### config.mk
export PLATFORM = sky130hd
export DESIGN_NAME = tcp_timer_expiry_action
export DESIGN_NICKNAME = d
export VERILOG_FILES = /design/src/sv/tte_pkg.sv /design/src/sv/tcp_timer_expiry_action.sv
export SDC_FILE = /design/constraint.sdc
export NUM_CORES = 2
export LEC_CHECK = 0
export BUFFER_PORTS_ARGS = -buffer_cell sky130_fd_sc_hd__buf_2
export CORE_ASPECT_RATIO = 0.7
export CORE_MARGIN = 4
export CORE_UTILIZATION = 45
export CTS_CLUSTER_SIZE = 16
export DETAILED_ROUTE_END_ITERATION = 12
export PLACE_DENSITY = 0.72
export RECOVER_POWER = 100
export SLEW_MARGIN = 20
export SYNTH_ARGS = -nofsm -noshare
export SYNTH_HDL_FRONTEND = slang
export SYNTH_SLANG_ARGS = --single-unit
### constraint.sdc
create_clock -name i_clk -period 11.6 [get_ports i_clk]
set_input_delay 1.16 -clock i_clk [delete_from_list [all_inputs] [get_ports i_clk]]
set_output_delay 1.16 -clock i_clk [all_outputs]
set_load 0.01 [all_outputs]
### src/sv/tte_pkg.sv
// Package for the TCP timer expiry action block.
// Holds the transfer structs, codes, register indexes and the backoff table.
// Has no dependencies.
package tte_pkg;

    localparam int MAX_SHIFT = 12;
    localparam int DIV_STAGES = 8;
    localparam int DIV_BITS = 4;

    localparam logic [1:0] KIND_RETX = 2'd0;
    localparam logic [1:0] KIND_PERSIST = 2'd1;
    localparam logic [1:0] KIND_KEEP = 2'd2;
    localparam logic [1:0] KIND_2MSL = 2'd3;

    localparam logic [3:0] ST_ESTABLISHED = 4'd4;
    localparam logic [3:0] ST_FIN_WAIT_2 = 4'd9;
    localparam logic [3:0] ST_TIME_WAIT = 4'd10;

    localparam logic [2:0] ACT_REARM = 3'd0;
    localparam logic [2:0] ACT_CLOSE = 3'd1;
    localparam logic [2:0] ACT_DROP = 3'd2;
    localparam logic [2:0] ACT_RETX = 3'd3;
    localparam logic [2:0] ACT_PERSIST = 3'd4;
    localparam logic [2:0] ACT_KEEPPROBE = 3'd5;

    localparam logic [2:0] REG_KEEP_IDLE = 3'd0;
    localparam logic [2:0] REG_KEEP_INTERVAL = 3'd1;
    localparam logic [2:0] REG_MAX_IDLE = 3'd2;
    localparam logic [2:0] REG_RTO_MIN = 3'd3;
    localparam logic [2:0] REG_RTO_MAX = 3'd4;

    typedef struct packed {
        logic [1:0]  timer_kind;
        logic [3:0]  conn_state;
        logic [15:0] idle_ticks;
        logic [3:0]  retx_shift;
        logic [15:0] smoothed_rtt;
        logic [15:0] rtt_variance;
        logic [31:0] send_window;
        logic [31:0] congestion_window;
        logic [15:0] max_segment;
        logic        keepalive_on;
    } t_in;

    typedef struct packed {
        logic [2:0]  action;
        logic [15:0] timer_reload;
        logic [3:0]  new_retx_shift;
        logic [15:0] new_smoothed_rtt;
        logic [15:0] new_rtt_variance;
        logic [15:0] new_retx_timeout;
        logic [31:0] new_cwnd;
        logic [31:0] new_ssthresh;
        logic        route_losing;
    } t_out;

    typedef struct packed {
        t_out        res;
        logic [31:0] quo_dvd;
        logic [15:0] rem;
        logic [15:0] mss;
        logic        do_ssth;
    } t_work;

    function automatic logic [6:0] backoff_of(input logic [4:0] shift);
        logic [6:0] f;
        case (shift)
            5'd0: f = 7'd1;
            5'd1: f = 7'd2;
            5'd2: f = 7'd4;
            5'd3: f = 7'd8;
            5'd4: f = 7'd16;
            5'd5: f = 7'd32;
            default: f = 7'd64;
        endcase
        return f;
    endfunction

endpackage

### src/sv/tcp_timer_expiry_action.sv
// Top level of the TCP timer expiry action block.
// Depends on tte_pkg.
//
// Usage: one expired timer event enters on the input channel (i_in_valid,
// o_in_stall, i_in_data); one result leaves on the output channel
// (o_out_valid, i_out_stall, o_out_data). A transfer happens at a clock edge
// with valid high and stall low.
// The five registers are written through i_cfg_we, i_cfg_idx and i_cfg_data;
// the user must write them only while no event is in flight, as the block
// does not enforce it. An index beyond the list is ignored. The input
// register feeds one decode stage, eight stages of the ssthresh divider that
// retire four quotient bits each, and the ssthresh multiply into the output
// register. Throughput is one event per cycle unless the receiver stalls.
// When the receiver stalls, the result holds and stages behind it fill up;
// empty stages still advance, so the input keeps taking events until every
// stage holds one.
// Synchronous reset clears all valid bits and loads the register defaults.
module tcp_timer_expiry_action (
    input  logic            i_clk,
    input  logic            i_rst_n,
    input  logic            i_in_valid,
    output logic            o_in_stall,
    input  tte_pkg::t_in    i_in_data,
    output logic            o_out_valid,
    input  logic            i_out_stall,
    output tte_pkg::t_out   o_out_data,
    input  logic            i_cfg_we,
    input  logic [2:0]      i_cfg_idx,
    input  logic [15:0]     i_cfg_data
);
    import tte_pkg::*;

    logic [15:0] r_keep_idle, r_keep_interval, r_max_idle, r_rto_min, r_rto_max;

    logic  r_in_v;
    t_in   r_in;
    logic  r_v [0:DIV_STAGES];
    t_work r_w [0:DIV_STAGES];
    logic  r_out_v;
    t_out  r_out;

    logic  rdy [0:DIV_STAGES];
    logic  out_rdy, in_rdy;
    t_work n_w [0:DIV_STAGES];
    t_out  n_out;

    always_ff @(posedge i_clk) begin
        if (!i_rst_n) begin
            r_keep_idle <= 16'd14400;
            r_keep_interval <= 16'd150;
            r_max_idle <= 16'd1200;
            r_rto_min <= 16'd2;
            r_rto_max <= 16'd128;
        end else if (i_cfg_we) begin
            case (i_cfg_idx)
                REG_KEEP_IDLE: r_keep_idle <= i_cfg_data;
                REG_KEEP_INTERVAL: r_keep_interval <= i_cfg_data;
                REG_MAX_IDLE: r_max_idle <= i_cfg_data;
                REG_RTO_MIN: r_rto_min <= i_cfg_data;
                REG_RTO_MAX: r_rto_max <= i_cfg_data;
                default: ;
            endcase
        end
    end

    assign out_rdy = !r_out_v || !i_out_stall;
    assign rdy[DIV_STAGES] = !r_v[DIV_STAGES] || out_rdy;
    for (genvar k = 0; k < DIV_STAGES; k++) begin : g_rdy
        assign rdy[k] = !r_v[k] || rdy[k+1];
    end
    assign in_rdy = !r_in_v || rdy[0];
    assign o_in_stall = !in_rdy;

    // decode
    always_comb begin
        logic [4:0]  nxt;
        logic [15:0] base;
        logic [22:0] rto;
        logic [16:0] var_sum;
        logic [16:0] keep_lim;
        logic [31:0] win_min;
        t_work w;
        nxt = {1'b0, r_in.retx_shift} + 5'd1;
        base = 16'(({1'b0, r_in.smoothed_rtt >> 2} + {1'b0, r_in.rtt_variance}) >> 1);
        rto = 23'(base * backoff_of(nxt));
        if (rto < {7'd0, r_rto_min}) begin
            rto = {7'd0, r_rto_min};
        end else if (rto > {7'd0, r_rto_max}) begin
            rto = {7'd0, r_rto_max};
        end
        var_sum = {1'b0, r_in.rtt_variance} + {1'b0, r_in.smoothed_rtt >> 2};
        keep_lim = {1'b0, r_keep_idle} + {1'b0, r_max_idle};
        win_min = (r_in.send_window < r_in.congestion_window) ?
                  r_in.send_window : r_in.congestion_window;

        w.res.action = ACT_REARM;
        w.res.timer_reload = '0;
        w.res.new_retx_shift = r_in.retx_shift;
        w.res.new_smoothed_rtt = r_in.smoothed_rtt;
        w.res.new_rtt_variance = r_in.rtt_variance;
        w.res.new_retx_timeout = '0;
        w.res.new_cwnd = r_in.congestion_window;
        w.res.new_ssthresh = '0;
        w.res.route_losing = 1'b0;
        w.quo_dvd = win_min >> 1;
        w.rem = '0;
        w.mss = r_in.max_segment;
        w.do_ssth = 1'b0;

        case (r_in.timer_kind)
            KIND_2MSL: begin
                if (r_in.conn_state != ST_TIME_WAIT && r_in.idle_ticks <= r_max_idle) begin
                    w.res.timer_reload = r_keep_interval;
                end else begin
                    w.res.action = ACT_CLOSE;
                end
            end
            KIND_RETX: begin
                if (nxt > 5'(MAX_SHIFT)) begin
                    w.res.action = ACT_DROP;
                    w.res.new_retx_shift = 4'(MAX_SHIFT);
                end else begin
                    w.res.action = ACT_RETX;
                    w.res.new_retx_shift = nxt[3:0];
                    w.res.new_retx_timeout = rto[15:0];
                    w.res.timer_reload = rto[15:0];
                    if (nxt > 5'(MAX_SHIFT / 4)) begin
                        w.res.route_losing = 1'b1;
                        w.res.new_rtt_variance = var_sum[16] ? 16'hFFFF : var_sum[15:0];
                        w.res.new_smoothed_rtt = '0;
                    end
                    w.res.new_cwnd = {16'd0, r_in.max_segment};
                    w.do_ssth = (r_in.max_segment != 16'd0);
                end
            end
            KIND_PERSIST: begin
                w.res.action = ACT_PERSIST;
            end
            default: begin
                if (r_in.conn_state < ST_ESTABLISHED) begin
                    w.res.action = ACT_DROP;
                end else if (r_in.keepalive_on && r_in.conn_state <= ST_FIN_WAIT_2) begin
                    if ({1'b0, r_in.idle_ticks} >= keep_lim) begin
                        w.res.action = ACT_DROP;
                    end else begin
                        w.res.action = ACT_KEEPPROBE;
                        w.res.timer_reload = r_keep_interval;
                    end
                end else begin
                    w.res.timer_reload = r_keep_idle;
                end
            end
        endcase
        n_w[0] = w;
    end

    // restoring divide, four quotient bits per stage
    for (genvar k = 0; k < DIV_STAGES; k++) begin : g_div
        always_comb begin
            logic [16:0] t;
            t_work w;
            w = r_w[k];
            for (int b = 0; b < DIV_BITS; b++) begin
                t = {w.rem, w.quo_dvd[31]};
                if (t >= {1'b0, w.mss}) begin
                    t = t - {1'b0, w.mss};
                    w.quo_dvd = {w.quo_dvd[30:0], 1'b1};
                end else begin
                    w.quo_dvd = {w.quo_dvd[30:0], 1'b0};
                end
                w.rem = t[15:0];
            end
            n_w[k+1] = w;
        end
    end

    always_comb begin
        logic [31:0] segs;
        logic [47:0] prod;
        segs = (r_w[DIV_STAGES].quo_dvd < 32'd2) ? 32'd2 : r_w[DIV_STAGES].quo_dvd;
        prod = segs * r_w[DIV_STAGES].mss;
        n_out = r_w[DIV_STAGES].res;
        if (r_w[DIV_STAGES].do_ssth) begin
            n_out.new_ssthresh = prod[31:0];
        end
    end

    always_ff @(posedge i_clk) begin
        if (!i_rst_n) begin
            r_in_v <= 1'b0;
            r_out_v <= 1'b0;
            for (int k = 0; k <= DIV_STAGES; k++) begin
                r_v[k] <= 1'b0;
            end
        end else begin
            if (in_rdy) begin
                r_in_v <= i_in_valid;
            end
            if (rdy[0]) begin
                r_v[0] <= r_in_v;
            end
            for (int k = 0; k < DIV_STAGES; k++) begin
                if (rdy[k+1]) begin
                    r_v[k+1] <= r_v[k];
                end
            end
            if (out_rdy) begin
                r_out_v <= r_v[DIV_STAGES];
            end
        end
    end

    always_ff @(posedge i_clk) begin
        if (in_rdy) begin
            r_in <= i_in_data;
        end
        for (int k = 0; k <= DIV_STAGES; k++) begin
            if (rdy[k]) begin
                r_w[k] <= n_w[k];
            end
        end
        if (out_rdy) begin
            r_out <= n_out;
        end
    end

    assign o_out_valid = r_out_v;
    assign o_out_data = r_out;

endmodule

==> results.sh <==
export IMPL_holdPathEnd="r_w[0][1758]$_DFFE_PP_"
export IMPL_cp_common_cell="a21oi_1"
export IMPL_crit_type="reg -> reg"
export IMPL_ys_ff_latch=1854
export IMPL_period_needed_ps=11090
export IMPL_worstPathArrival_ps=11630
export IMPL_clk_path_buf_depth=4
export IMPL_final_cell_mix="edfxtp_1 (1772), nand2_1 (826), inv_1 (820)"
export IMPL_postSynthCellCount=8620
export IMPL_syn_nets=9920
export IMPL_synth_edf_count=1772
export IMPL_worstReg2RegStart="r_w[0][1015]$_DFFE_PP_"
export IMPL_first_pass_iters=8
export IMPL_pre_cts_ws_ps=118
export IMPL_io_pins=301
export IMPL_die_w_microns=584
export IMPL_cp_start_kind="flop"
export IMPL_slew_violations=2045
export IMPL_worst_slew_pin_slew_ps=8470
export IMPL_worstPathRequired_ps=12140
export IMPL_fp_dieArea_sq_mm=0.240
export IMPL_final_common_cell="edfxtp_1"
export IMPL_num_rows=147
export IMPL_grt_max_degree=123
export IMPL_worst_r2r_cell_count=42
export IMPL_critical_path_max_stage_delay_ps=440
export IMPL_maxCapViolCount=31
export IMPL_clockRootBuffer="clkbuf_16"
export IMPL_globalplace_congestion=0.959
export IMPL_overflow=0
export IMPL_seqCellArea_sq_mm=0.0549
export IMPL_critical_path_endpoint_type="flop"
export IMPL_nets=10300
export IMPL_status="complete, but fails checks"
export IMPL_violations="capacitance limit, slew limit"
export IMPL_synthArstFlopShare_pct=0
export IMPL_syn_to_final_growth_pct=10.5
export IMPL_post_synth_num_cell_types=110
export IMPL_fin_skew_ps=79.4
export IMPL_final_util_pct=50.2
export IMPL_drive_gt1_share_pct=9.02
export IMPL_grt_first_pass_wirelength_mm=418
export IMPL_synthFlopType="edfxtp_1"
export IMPL_crit_path_top_delay_cell="edfxtp_1"
export IMPL_crit_path_max_fanout=21
export IMPL_drt_total_wl_mm=279
export IMPL_viasPerCell=5.67
export IMPL_track_usage_pct=22.7
export IMPL_hold_path_class="reg -> reg"
export IMPL_syn_cell_area_sq_mm=0.105
export IMPL_initial_core_util_pct=45.4
export IMPL_hold_start="r_w[0][1557]$_DFFE_PP_"
export IMPL_clock_latency_ps=840
export IMPL_synth_area_per_cell_sq_um=12.1
export IMPL_setup_viol=0
export IMPL_reg2reg_slack_ps=510
export IMPL_cts_htree_levels=4
export IMPL_ys_seq_area_share_pct=52.4
export IMPL_fmax_mhz=90.2
export IMPL_vias=69200
export IMPL_post_drt_wl_per_cell_microns=22.9
export IMPL_drc=0
export IMPL_antenna_found_initial=16
export IMPL_max_slew_margin_pct=-465
export IMPL_hold_buffers=0
export IMPL_antenna_left=0
export IMPL_hpwlAfterDp_mm=210
export IMPL_cts_buffers=180
export IMPL_multi_input_area_sq_mm=0.0459
export IMPL_die_y_microns=411
export IMPL_path_clk_slew_ps=60
export IMPL_cts_sinks=1854
export IMPL_first_global_vias=67400
export IMPL_worst_slack_ps=509
export IMPL_r2r_end="r_w[0][1237]$_DFFE_PP_"
export IMPL_synth_warnings=0
export IMPL_fill_cells=19800
export IMPL_io_buffer_count=300
export IMPL_drtIter0Drc=7085
export IMPL_final_period_utilization_pct=95.6
export IMPL_cts_tree="built"
export IMPL_hold_viol=0
export IMPL_hold_path_cell_count=0
export IMPL_core_sq_mm=0.230
==> state kept, by name (all words and copies together) (netlist names) <==
register         cells
r_in_v               1
r_keep_interval     16
r_rto_min           16
r_rto_max           16
o_out_data         136
n_w                 16
r_in               123
r_w               1488
r_keep_idle         16
o_out_valid          1
r_max_idle          16
r_v                  9
==> cell type report <==
type                       instances  area share (%)
antenna                            3         0.00649
clock buffer                     212            4.07
clock inverter                   111           0.952
inverter                         840            2.74
multi-input combinational       5734            39.7
sequential                      1854            47.4
tap                             3054            3.30
timing repair buffer             413            1.76
==> cells in the mapped netlist, types with 21 or more instances <==
cell	n	area, sq um
nand4_1	107	669
a22oi_1	21	158
nor2b_1	115	719
o21ai_0	351	1760
or2_2	34	213
a31oi_1	64	400
a21boi_0	89	668
o211ai_1	51	383
nand3_1	112	561
a21oi_1	444	2220
nand2b_1	61	382
edfxtp_1	1772	53200
dfxtp_1	82	1640
a21o_1	169	1270
and2_1	159	995
xnor2_1	294	2570
o21a_1	121	908
o31ai_1	39	293
o21bai_1	62	465
a211oi_1	40	300
nand2_1	826	3100
or3_1	33	206
mux2_2	233	2620
fa_1	405	8110
buf_2	21	105
nor2_1	459	1720
nor4_1	40	250
xor2_1	132	1160
ha_1	732	9160
nor3_1	109	546
o31a_1	27	236
inv_1	828	3110
and3_1	62	388
mux2i_1	58	581
clkbuf_1	159	597
==> per-layer routing <==
metal,global-route usage (%),part of all wire (%)
met1,33.8,45
met2,34.3,44
met3,3.85,8.0
met4,6.41,3.0
met5,0,0.016
==> critical path: cells and delay by family, from the launching register on <==
kind | cells | cell delay (ps)
AND/OR/NAND/NOR | 6 | 1200
AO/OA/AOI/OAI | 24 | 6010
buffers and inverters | 4 | 860
flip-flops | 1 | 440
XOR/XNOR | 1 | 80
adder cells (fa/ha/maj) | 4 | 1270
multiplexers | 3 | 950
==> logic make-up (layout without fill, tap and decap cells) <==
family / after synthesis / count (layout) / synth area share (%)
other cells: 0 / 3 / 0
flops: 1854 / 1854 / 52.4
mux: 319 / 319 / 3.44
compound gates: 1659 / 1660 / 10.4
buf+inv: 1033 / 1576 / 3.79
fa+ha+maj: 1137 / 1137 / 16.5
xor+xnor: 426 / 426 / 3.57
simple gates: 2192 / 2192 / 9.92
==> repair_timing <==
| action | in CTS | in global routing |
|---|---|---|
| endpoints found under the hold margin | 0 | 0 |
| buffers inserted | 0 | 17 |
| endpoints found under the setup margin | 0 | 110 |
| resized for setup | 0 | 29 |
==> how the worst max path moves through the flow <==
stage	from	end	slack (ps)	depth (start not counted)
after floorplan	r_w[0][1208]$_DFFE_PP_	r_w[0][1431]$_DFFE_PP_	1140	46
after global placement	r_w[0][203]$_DFFE_PP_	r_w[0][431]$_DFFE_PP_	390	44
after detailed placement	r_w[0][203]$_DFFE_PP_	r_w[0][431]$_DFFE_PP_	120	44
after CTS	r_w[0][203]$_DFFE_PP_	r_w[0][431]$_DFFE_PP_	80	44
after global routing	r_w[0][1208]$_DFFE_PP_	r_w[0][1436]$_DFFE_PP_	-10	45
final	r_w[0][1015]$_DFFE_PP_	r_w[0][1237]$_DFFE_PP_	510	42
==> stage by stage <==
stage / instance area, sq um / instances / hold slack (ps) / TNS [ps]
after floorplan: 105000 / 8620 / 400 / 0
after global placement: 110000 / 11900 / 400 / 0
after detailed placement: 110000 / 11900 / 405 / 0
after CTS: 116000 / 12200 / 365 / 0
after global routing: 116000 / 12200 / 381 / -19.1
final: 116000 / 12200 / 361 / 0
Power is not shown: default switching activity piles up to over one toggle a cycle in this logic, so the estimate is an artifact.
